`config.mk`:
```
export PLATFORM = sky130hd
export DESIGN_NAME = sorted_priority_queue
export DESIGN_NICKNAME = d
export VERILOG_FILES = /design/src/rtl/core/spq_pkg.sv /design/src/rtl/core/spq_mem.sv /design/src/rtl/core/spq_seq.sv /design/src/rtl/core/sorted_priority_queue.sv
export SDC_FILE = /design/constraint.sdc
export NUM_CORES = 1
export LEC_CHECK = 0
export ABC_AREA = 1
export BUFFER_PORTS_ARGS = -buffer_cell sky130_fd_sc_hd__buf_2
export CAP_MARGIN = 20
export CORE_UTILIZATION = 35
export DETAILED_ROUTE_END_ITERATION = 16
export PLACE_DENSITY = 0.52
export SLEW_MARGIN = 20
export SYNTH_ARGS = -nofsm -noshare
export SYNTH_HDL_FRONTEND = slang
export SYNTH_SLANG_ARGS = --single-unit
```
`constraint.sdc`:
```
create_clock -name clk -period 12.74 [get_ports clk]
set_input_delay 0 -clock clk [delete_from_list [all_inputs] [get_ports clk]]
set_output_delay 0 -clock clk [all_outputs]
set_load 0.01 [all_outputs]
```
`src/rtl/core/spq_pkg.sv`:
```
// Shared operation and status codes for the sorted priority queue.
package spq_pkg;

	localparam int OP_W = 2;
	localparam int ST_W = 2;

	typedef logic [OP_W-1:0] op_t;
	typedef logic [ST_W-1:0] status_t;

	localparam op_t OP_INSERT = 2'd0;
	localparam op_t OP_POP    = 2'd1;
	localparam op_t OP_PEEK   = 2'd2;
	localparam op_t OP_CLEAR  = 2'd3;

	localparam status_t ST_OK    = 2'd0;
	localparam status_t ST_EMPTY = 2'd1;
	localparam status_t ST_FULL  = 2'd2;

endpackage

```
`src/rtl/core/spq_mem.sv`:
```
// Entry store: one write port, one read port, registered read data.
module spq_mem #(
	parameter int DEPTH = 16,
	parameter int AW    = 4,
	parameter int DW    = 48
) (
	input  logic          clk,
	input  logic          we,
	input  logic [AW-1:0] waddr,
	input  logic [DW-1:0] wdata,
	input  logic          re,
	input  logic [AW-1:0] raddr,
	output logic [DW-1:0] rdata
);

	logic [DW-1:0] mem [DEPTH];

	// write port
	always_ff @(posedge clk) begin
		if (we) begin
			mem[waddr] <= wdata;
		end
	end

	// read port, read data registered
	always_ff @(posedge clk) begin
		if (re) begin
			rdata <= mem[raddr];
		end
	end

endmodule

```
`src/rtl/core/spq_seq.sv`:
```
// Operation sequencer: circular sorted list in memory, head entry cached in flops.
module spq_seq #(
	parameter int CAPACITY    = 16,
	parameter int KEY_WIDTH   = 16,
	parameter int VALUE_WIDTH = 32,
	parameter int AW          = 4,
	parameter int CW          = 5
) (
	input  logic                   clk,
	input  logic                   arst_n,
	// command side
	input  logic                   cmd_valid,
	output logic                   cmd_stall,
	input  spq_pkg::op_t           cmd_op,
	input  logic [KEY_WIDTH-1:0]   cmd_key,
	input  logic [VALUE_WIDTH-1:0] cmd_value,
	// result side
	input  logic                   res_ready,
	output logic                   res_done,
	output logic [KEY_WIDTH-1:0]   res_key,
	output logic [VALUE_WIDTH-1:0] res_value,
	output spq_pkg::status_t       res_status,
	output logic [CW-1:0]          res_count,
	// memory port
	output logic                   mem_we,
	output logic [AW-1:0]          mem_waddr,
	output logic [KEY_WIDTH+VALUE_WIDTH-1:0] mem_wdata,
	output logic                   mem_re,
	output logic [AW-1:0]          mem_raddr,
	input  logic [KEY_WIDTH+VALUE_WIDTH-1:0] mem_rdata
);

	localparam logic [1:0] S_IDLE = 2'd0;
	localparam logic [1:0] S_INS  = 2'd1;
	localparam logic [1:0] S_PUT  = 2'd2;
	localparam logic [1:0] S_FIN  = 2'd3;

	localparam logic [AW:0]   CAP_A = (AW+1)'(CAPACITY);
	localparam logic [CW-1:0] CAP_C = CW'(CAPACITY);

	logic [1:0]             state_q;
	logic                   pop_wait_q;
	logic [CW-1:0]          occ_q;
	logic [AW-1:0]          hptr_q;
	logic [AW-1:0]          hole_q;
	logic [KEY_WIDTH-1:0]   hkey_q;
	logic [VALUE_WIDTH-1:0] hval_q;
	logic [KEY_WIDTH-1:0]   ikey_q;
	logic [VALUE_WIDTH-1:0] ival_q;
	logic [KEY_WIDTH-1:0]   rkey_q;
	logic [VALUE_WIDTH-1:0] rval_q;
	spq_pkg::status_t       st_q;
	logic                   use_head_q;

	logic                   accept;
	logic                   full;
	logic                   empty;
	logic [AW-1:0]          occ_a;
	logic [KEY_WIDTH-1:0]   rd_key;
	logic [VALUE_WIDTH-1:0] rd_val;
	logic                   shift;
	logic [AW-1:0]          hole_m1;

	// logical slot to physical address, wrapping at CAPACITY
	function automatic logic [AW-1:0] phys(input logic [AW-1:0] base, input logic [AW-1:0] l);
		logic [AW:0] sum;
		sum = {1'b0, base} + {1'b0, l};
		if (sum >= CAP_A) begin
			sum = sum - CAP_A;
		end
		return sum[AW-1:0];
	endfunction

	assign accept    = cmd_valid && !cmd_stall;
	assign cmd_stall = (state_q != S_IDLE);
	assign full      = (occ_q == CAP_C);
	assign empty     = (occ_q == '0);
	assign occ_a     = occ_q[AW-1:0];
	assign rd_key    = mem_rdata[KEY_WIDTH+VALUE_WIDTH-1:VALUE_WIDTH];
	assign rd_val    = mem_rdata[VALUE_WIDTH-1:0];
	assign hole_m1   = hole_q - AW'(1);
	// stored entry not smaller than the new key moves up one slot
	assign shift     = ($signed(rd_key) >= $signed(ikey_q));

	// memory access selection
	always_comb begin
		mem_we    = 1'b0;
		mem_waddr = '0;
		mem_wdata = {ikey_q, ival_q};
		mem_re    = 1'b0;
		mem_raddr = '0;
		case (state_q)
			S_IDLE: begin
				if (accept && cmd_op == spq_pkg::OP_INSERT && !full) begin
					if (empty) begin
						mem_we    = 1'b1;
						mem_waddr = hptr_q;
						mem_wdata = {cmd_key, cmd_value};
					end else begin
						mem_re    = 1'b1;
						mem_raddr = phys(hptr_q, occ_a - AW'(1));
					end
				end else if (accept && cmd_op == spq_pkg::OP_POP && occ_q > CW'(1)) begin
					mem_re    = 1'b1;
					mem_raddr = phys(hptr_q, AW'(1));
				end
			end
			S_INS: begin
				mem_we    = 1'b1;
				mem_waddr = phys(hptr_q, hole_q);
				if (shift) begin
					mem_wdata = mem_rdata;
					mem_re    = (hole_m1 != '0);
					mem_raddr = phys(hptr_q, hole_m1 - AW'(1));
				end
			end
			S_PUT: begin
				mem_we    = 1'b1;
				mem_waddr = phys(hptr_q, hole_q);
			end
			default: begin
			end
		endcase
	end

	// sequencer and bookkeeping
	always_ff @(posedge clk or negedge arst_n) begin
		if (!arst_n) begin
			state_q    <= S_IDLE;
			pop_wait_q <= 1'b0;
			occ_q      <= '0;
			hptr_q     <= '0;
		end else begin
			case (state_q)
				S_IDLE: begin
					if (accept) begin
						state_q <= S_FIN;
						case (cmd_op)
							spq_pkg::OP_INSERT: begin
								if (!full) begin
									if (empty) begin
										occ_q <= CW'(1);
									end else begin
										state_q <= S_INS;
									end
								end
							end
							spq_pkg::OP_POP: begin
								if (!empty) begin
									occ_q      <= occ_q - CW'(1);
									hptr_q     <= phys(hptr_q, AW'(1));
									pop_wait_q <= (occ_q > CW'(1));
								end
							end
							spq_pkg::OP_CLEAR: begin
								occ_q  <= '0;
								hptr_q <= '0;
							end
							default: begin
							end
						endcase
					end
				end
				S_INS: begin
					if (!shift) begin
						occ_q   <= occ_q + CW'(1);
						state_q <= S_FIN;
					end else if (hole_m1 == '0) begin
						state_q <= S_PUT;
					end
				end
				S_PUT: begin
					occ_q   <= occ_q + CW'(1);
					state_q <= S_FIN;
				end
				S_FIN: begin
					// new head arrives from memory in the cycle after a pop
					pop_wait_q <= 1'b0;
					if (res_ready && !pop_wait_q) begin
						state_q <= S_IDLE;
					end
				end
				default: begin
					state_q <= S_IDLE;
				end
			endcase
		end
	end

	// payload: hole index, pending entry, head cache, result fields
	always_ff @(posedge clk) begin
		case (state_q)
			S_IDLE: begin
				if (accept) begin
					ikey_q     <= cmd_key;
					ival_q     <= cmd_value;
					hole_q     <= occ_a;
					use_head_q <= 1'b1;
					st_q       <= spq_pkg::ST_OK;
					rkey_q     <= hkey_q;
					rval_q     <= hval_q;
					case (cmd_op)
						spq_pkg::OP_INSERT: begin
							if (full) begin
								st_q <= spq_pkg::ST_FULL;
							end else if (empty) begin
								hkey_q <= cmd_key;
								hval_q <= cmd_value;
							end
						end
						spq_pkg::OP_POP, spq_pkg::OP_PEEK: begin
							use_head_q <= 1'b0;
							if (empty) begin
								st_q   <= spq_pkg::ST_EMPTY;
								rkey_q <= '0;
								rval_q <= '0;
							end
						end
						default: begin
						end
					endcase
				end
			end
			S_INS: begin
				if (shift) begin
					hole_q <= hole_m1;
				end
			end
			S_PUT: begin
				hkey_q <= ikey_q;
				hval_q <= ival_q;
			end
			S_FIN: begin
				if (pop_wait_q) begin
					hkey_q <= rd_key;
					hval_q <= rd_val;
				end
			end
			default: begin
			end
		endcase
	end

	// result fields
	assign res_done   = (state_q == S_FIN) && res_ready && !pop_wait_q;
	assign res_status = st_q;
	assign res_count  = occ_q;
	assign res_key    = use_head_q ? (empty ? '0 : hkey_q) : rkey_q;
	assign res_value  = use_head_q ? (empty ? '0 : hval_q) : rval_q;

	assert property (@(posedge clk) disable iff (!arst_n) occ_q <= CAP_C)
		else $error("entry count above capacity");
	assert property (@(posedge clk) disable iff (!arst_n)
		mem_we |-> (state_q == S_IDLE && empty) || state_q == S_INS || state_q == S_PUT)
		else $error("memory write outside an insert");
	assert property (@(posedge clk) disable iff (!arst_n)
		(state_q == S_INS && shift) |-> !full)
		else $error("shift loop running on a full queue");
	assert property (@(posedge clk) disable iff (!arst_n)
		(res_done && st_q == spq_pkg::ST_FULL) |-> full)
		else $error("full status reported on a queue with room");

endmodule

```
`src/rtl/core/sorted_priority_queue.sv`:
```
// Top level of the sorted priority queue: memory, sequencer and result register.
//
//  channel  direction  handshake           payload
//  in       to block   in_valid/in_stall   op, key, value
//  out      from block out_valid/out_stall head_value, head_key, status, entry_count
//
// Peek, clear, empty pop/peek, a rejected insert, an insert into an empty queue
// and a pop that empties the queue go straight to the result state; a pop that
// leaves entries waits there for the new head. An insert into a non-empty queue
// moves entries up one by one, a loop bound by the single memory read port.
// Reset empties the queue at once; memory contents are not cleared.
// A stalled result holds in the output register; the next item is taken meanwhile
// and its result waits in the sequencer until the register frees.
module sorted_priority_queue #(
	parameter int CAPACITY    = 16,
	parameter int KEY_WIDTH   = 16,
	parameter int VALUE_WIDTH = 32
) (
	input  logic                            clk,
	input  logic                            arst_n,
	input  logic                            in_valid,
	output logic                            in_stall,
	input  spq_pkg::op_t                    op,
	input  logic [KEY_WIDTH-1:0]            key,
	input  logic [VALUE_WIDTH-1:0]          value,
	output logic                            out_valid,
	input  logic                            out_stall,
	output logic [VALUE_WIDTH-1:0]          head_value,
	output logic [KEY_WIDTH-1:0]            head_key,
	output spq_pkg::status_t                status,
	output logic [$clog2(CAPACITY+1)-1:0]   entry_count
);

	localparam int AW = $clog2(CAPACITY);
	localparam int CW = $clog2(CAPACITY+1);
	localparam int DW = KEY_WIDTH + VALUE_WIDTH;

	logic                   mem_we;
	logic [AW-1:0]          mem_waddr;
	logic [DW-1:0]          mem_wdata;
	logic                   mem_re;
	logic [AW-1:0]          mem_raddr;
	logic [DW-1:0]          mem_rdata;

	logic                   res_ready;
	logic                   res_done;
	logic [KEY_WIDTH-1:0]   res_key;
	logic [VALUE_WIDTH-1:0] res_value;
	spq_pkg::status_t       res_status;
	logic [CW-1:0]          res_count;

	logic                   out_valid_q;
	logic [VALUE_WIDTH-1:0] head_value_q;
	logic [KEY_WIDTH-1:0]   head_key_q;
	spq_pkg::status_t       status_q;
	logic [CW-1:0]          entry_count_q;

	spq_mem #(
		.DEPTH (CAPACITY),
		.AW    (AW),
		.DW    (DW)
	) u_mem (
		.clk   (clk),
		.we    (mem_we),
		.waddr (mem_waddr),
		.wdata (mem_wdata),
		.re    (mem_re),
		.raddr (mem_raddr),
		.rdata (mem_rdata)
	);

	spq_seq #(
		.CAPACITY    (CAPACITY),
		.KEY_WIDTH   (KEY_WIDTH),
		.VALUE_WIDTH (VALUE_WIDTH),
		.AW          (AW),
		.CW          (CW)
	) u_seq (
		.clk        (clk),
		.arst_n     (arst_n),
		.cmd_valid  (in_valid),
		.cmd_stall  (in_stall),
		.cmd_op     (op),
		.cmd_key    (key),
		.cmd_value  (value),
		.res_ready  (res_ready),
		.res_done   (res_done),
		.res_key    (res_key),
		.res_value  (res_value),
		.res_status (res_status),
		.res_count  (res_count),
		.mem_we     (mem_we),
		.mem_waddr  (mem_waddr),
		.mem_wdata  (mem_wdata),
		.mem_re     (mem_re),
		.mem_raddr  (mem_raddr),
		.mem_rdata  (mem_rdata)
	);

	// output register frees when empty or its transfer completes
	assign res_ready = !out_valid_q || !out_stall;

	always_ff @(posedge clk or negedge arst_n) begin
		if (!arst_n) begin
			out_valid_q <= 1'b0;
		end else if (res_done) begin
			out_valid_q <= 1'b1;
		end else if (!out_stall) begin
			out_valid_q <= 1'b0;
		end
	end

	always_ff @(posedge clk) begin
		if (res_done) begin
			head_value_q  <= res_value;
			head_key_q    <= res_key;
			status_q      <= res_status;
			entry_count_q <= res_count;
		end
	end

	assign out_valid   = out_valid_q;
	assign head_value  = head_value_q;
	assign head_key    = head_key_q;
	assign status      = status_q;
	assign entry_count = entry_count_q;

endmodule
```
==> summary.txt <==
Status
  – Outcome: finished, final reports clean

Floorplan
  – Die height: approximately 370 um
  – Die footprint: between 100000 and 150000 sq um
  – Initial Util: 35.2%
  – Die width: ~370 um
  – Site Rows: 133
  – Core area: 131000 sq um
  – I/O pin cnt: 111

Power and ir drop
  – Int Pwr: 0.00910 W
  – Logic gate share of total power: 39.9%
  – Max rail drop VDD: 172 uV
  – Sw Ratio: 40.1%
  – Leakage: ~21 nW
  – Clock power frac: 20.0%
  – P_sw: 0.00609 W
  – Seq pwr share: 40.1%
  – PD cells: roughly 290 nW/um^2

Synthesis
  – Most common cell in the synthesized netlist: edfxtp_1
  – YS warnings: 0
  – Top cell type by total area after synthesis: edfxtp_1
  – Syn Inst Count: about 4300
  – Seq/Total Area, Yosys: 67.1%
  – Main flop type after synthesis: edfxtp_1
  – Flops & latches, synth: 1035
  – Post-synth net total: 4350
  – Post-synth top cells: edfxtp_1 (1022), nand3_1 (925), nand2_1 (778)
  – Mapped Avg Cell Area: 10.9 sq um
  – Netlist cell types: 44
  – Mapped Area: 46300 sq um
  – Largest cells by area after synthesis: edfxtp_1 (66%), nand3_1 (10%), nand2_1 (6.3%)
  – Post-synth ARST share: ~1.3%
  – Number of synthesized flops with an enable pin: 1022
  – Top-area cell type share of the netlist area: 66.4%

Global route
  – Global-route usage over all layers: 19.4%
  – Grt total ovfl: 0
  – Vias in the first global route: 29490
  – Largest net degree at the start of global routing: 199
  – Initial antenna violation count: 2
  – Global-route wire length before repair: around 190 mm

Critical path
  – Critical path class: flop to flop
  – CP required: 13190 ps
  – Nature of the critical path startpoint: flop
  – Worst Setup End Kind: flop
  – Worst Path Arrival: 6090 ps
  – Worst reg-to-reg path cell count: 18
  – Worst-path maximum fanout: 150

Timing
  – Period utilization: between 40% and 50%
  – Clk_skew: 20.3 ps
  – Tightest Pin Transition: about 1100 ps
  – FMAX: roughly 180 MHz
  – Max transition margin: 25.5%
  – Fin. max-slew vios: 0
  – Hold Vio Cnt, Final: 0
  – Setup Viol. Count Final: 0
  – Minimum clock period: roughly 5600 ps
  – RSZ-0062 raised after global routing: no
  – Post-route setup TNS: 0 ps

Drt
  – WL/cell: 21.0 um
  – Drt first pass iters: 6
  – DRC violations left: 0
  – Met3 wire len: 7.08 mm
  – DR vias/cell: 5.01
  – Met2 wire length: ~62 mm
  – Met1 wire length: 59.1 mm
  – Top sig layer: met4
  – WL final: 131 mm
  – Via count: 31138
  – DR iter-0 viols: about 3100
  – DRT antenna net count: 0

Clocking
  – Worst-path clk slew: 60 ps
  – Worst skew pair latency: roughly 700 ps
  – Clock Tree Root: clkbuf_16
  – Cts hold-fix bufs: 55
  – CTS tree: done
  – Sink Count: 1035
  – Cts repair resizes: 0
  – Post-CTS Setup Bufs: 0
  – Cts bufs inserted: 105
  – Maximum root-to-sink buffer count: 3
  – Clock H-tree levels: 3

Run
  – Max-Cap Viols: 0

Worst hold path
  – Worst hold path stage count: 2
  – Worst Hold Class: input pin to flop

Cells and area
  – FILL cells: 12582
  – Final Util: 40.1%
  – Nets: 4460
  – Share of layout cells above drive strength 1: under 10%
  – Layout area overhead: 13.9%

Placed design
  – PortBufs: 110
  – Final HPWL DP: 67.7 mm
  – RD Place Congestion: 0.808
[cells by family (layout without fill, tap and decap cells)]
kind of cell,Yosys count,in the layout,synth area share (%)
simple gates,1902,1902,19.2
flops,1035,1035,67.1
buf+inv,992,1189,8.56
compound gates,271,271,3.71
fa+ha+maj,40,40,1.13
xor+xnor,15,15,0.284
mux,1,1,0.0216
other cells,0,3,0
[per-stage QoR]
stage / cells / setup slack [ps] / total power [W] / hold slack (ps) / instance area [sq um]
floorplan: 4256 / 2870 / 0.00981 / -296 / 46300
global placement: 5949 / 7220 / 0.0122 / -60.6 / 48700
detailed placement: 5954 / 7230 / 0.0122 / -62.2 / 48800
CTS: 6203 / 7230 / 0.0153 / 15.8 / 52600
global route: 6209 / 6710 / 0.0161 / 70.1 / 52700
finish: 6211 / 7100 / 0.0152 / 57.2 / 52700
[worst max-delay path, stage by stage, from the launching register on]
cell and delay (ps):
edfxtp_1 380, ha_1 350, nand2_1 90, nor2_2 150, nand2_1 60, nor2_1 120, nand2_1 80, nand3_1 80
nand2_1 80, nand3_2 120, nand3_4 380, nand2_8 820, buf_4 900, buf_4 810, nand2_1 120, nand3_1 110
nand3_1 90, nand3_1 150, nand2_1 70
[placed cells by master (no fill, tap or decap), types with 4 or more instances in the layout]
| cell type | n |
|---|---|
| dfrtp_1 | 13 |
| dlygate4sd3_1 | 55 |
| clkbuf_16 | 108 |
| nor2_4 | 19 |
| a22oi_1 | 30 |
| nand2_1 | 775 |
| edfxtp_1 | 1022 |
| buf_2 | 114 |
| buf_4 | 89 |
| a32oi_1 | 24 |
| inv_1 | 716 |
| o21ai_0 | 101 |
| a21oi_1 | 39 |
| o211ai_1 | 45 |
| o21ai_1 | 10 |
| nand3b_1 | 144 |
| nand4_1 | 4 |
| o221ai_1 | 5 |
| xnor2_1 | 6 |
| clkbuf_4 | 4 |
| clkinv_1 | 27 |
| nand3_1 | 925 |
| bufinv_16 | 8 |
| nor2_1 | 19 |
| inv_2 | 10 |
| clkinv_2 | 24 |
| ha_1 | 36 |
| clkbuf_1 | 22 |
| xor2_1 | 9 |
[final timing paths]
kind                                          start               to  slack, ps
worst min register to register  u_seq.res_status[1]        status[1]        430
worst min-delay path                       value[7]  u_seq.ival_q[7]         60
worst max-delay path                u_mem.rdata[47]   u_mem.rdata[4]       7100
worst max register to register      u_mem.rdata[47]   u_mem.rdata[4]       7100
max in group asynchronous                    arst_n        out_valid      11830
min in group asynchronous                    arst_n  u_seq.hptr_q[3]        450
[state kept, by name, summed over array words and instances (netlist names), 2 cells and up]
signal and flops:
u_seq.res_status 2, entry_count 5, u_seq.rkey_q 16, status 2, head_value 32, u_seq.hptr_q 4, u_seq.ival_q 32, u_mem.mem 768
u_seq.hval_q 32, u_seq.rval_q 32, u_seq.hole_q 4, u_seq.res_count 5, head_key 16, u_seq.hkey_q 16, u_seq.ikey_q 16, u_mem.rdata 48
u_seq.state_q 2
[power groups by stage]
stage          sequential, W  clock (W)  combinational [W]
2_1_floorplan        0.00620          0            0.00361
3_5_place_dp         0.00616          0            0.00605
3_3_place_gp         0.00615          0            0.00602
5_1_grt              0.00619    0.00321            0.00666
4_1_cts              0.00610    0.00308            0.00608
6_report             0.00609    0.00303            0.00606
[layer usage]
metal | vias up | global-route usage [%]
li1 | 14702 | -
met1 | 15314 | 27.1
met2 | 947 | 31.8
met3 | 175 | 2.16
met4 | 0 | 5.52
met5 | - | 0
[layout make-up]
type	count	area (sq um)	share of cell area, %
Sequential cell	1035	31000	58.9
Multi-Input combinational cell	2229	11500	21.9
Clock buffer	133	2830	5.36
Inverter	731	2750	5.23
Tap cell	1755	2200	4.17
Timing Repair Buffer	264	1860	3.53
Clock inverter	61	494	0.938
Antenna cell	3	7.51	0.0142
No activity file was read; power rests on OpenSTA's default activity.
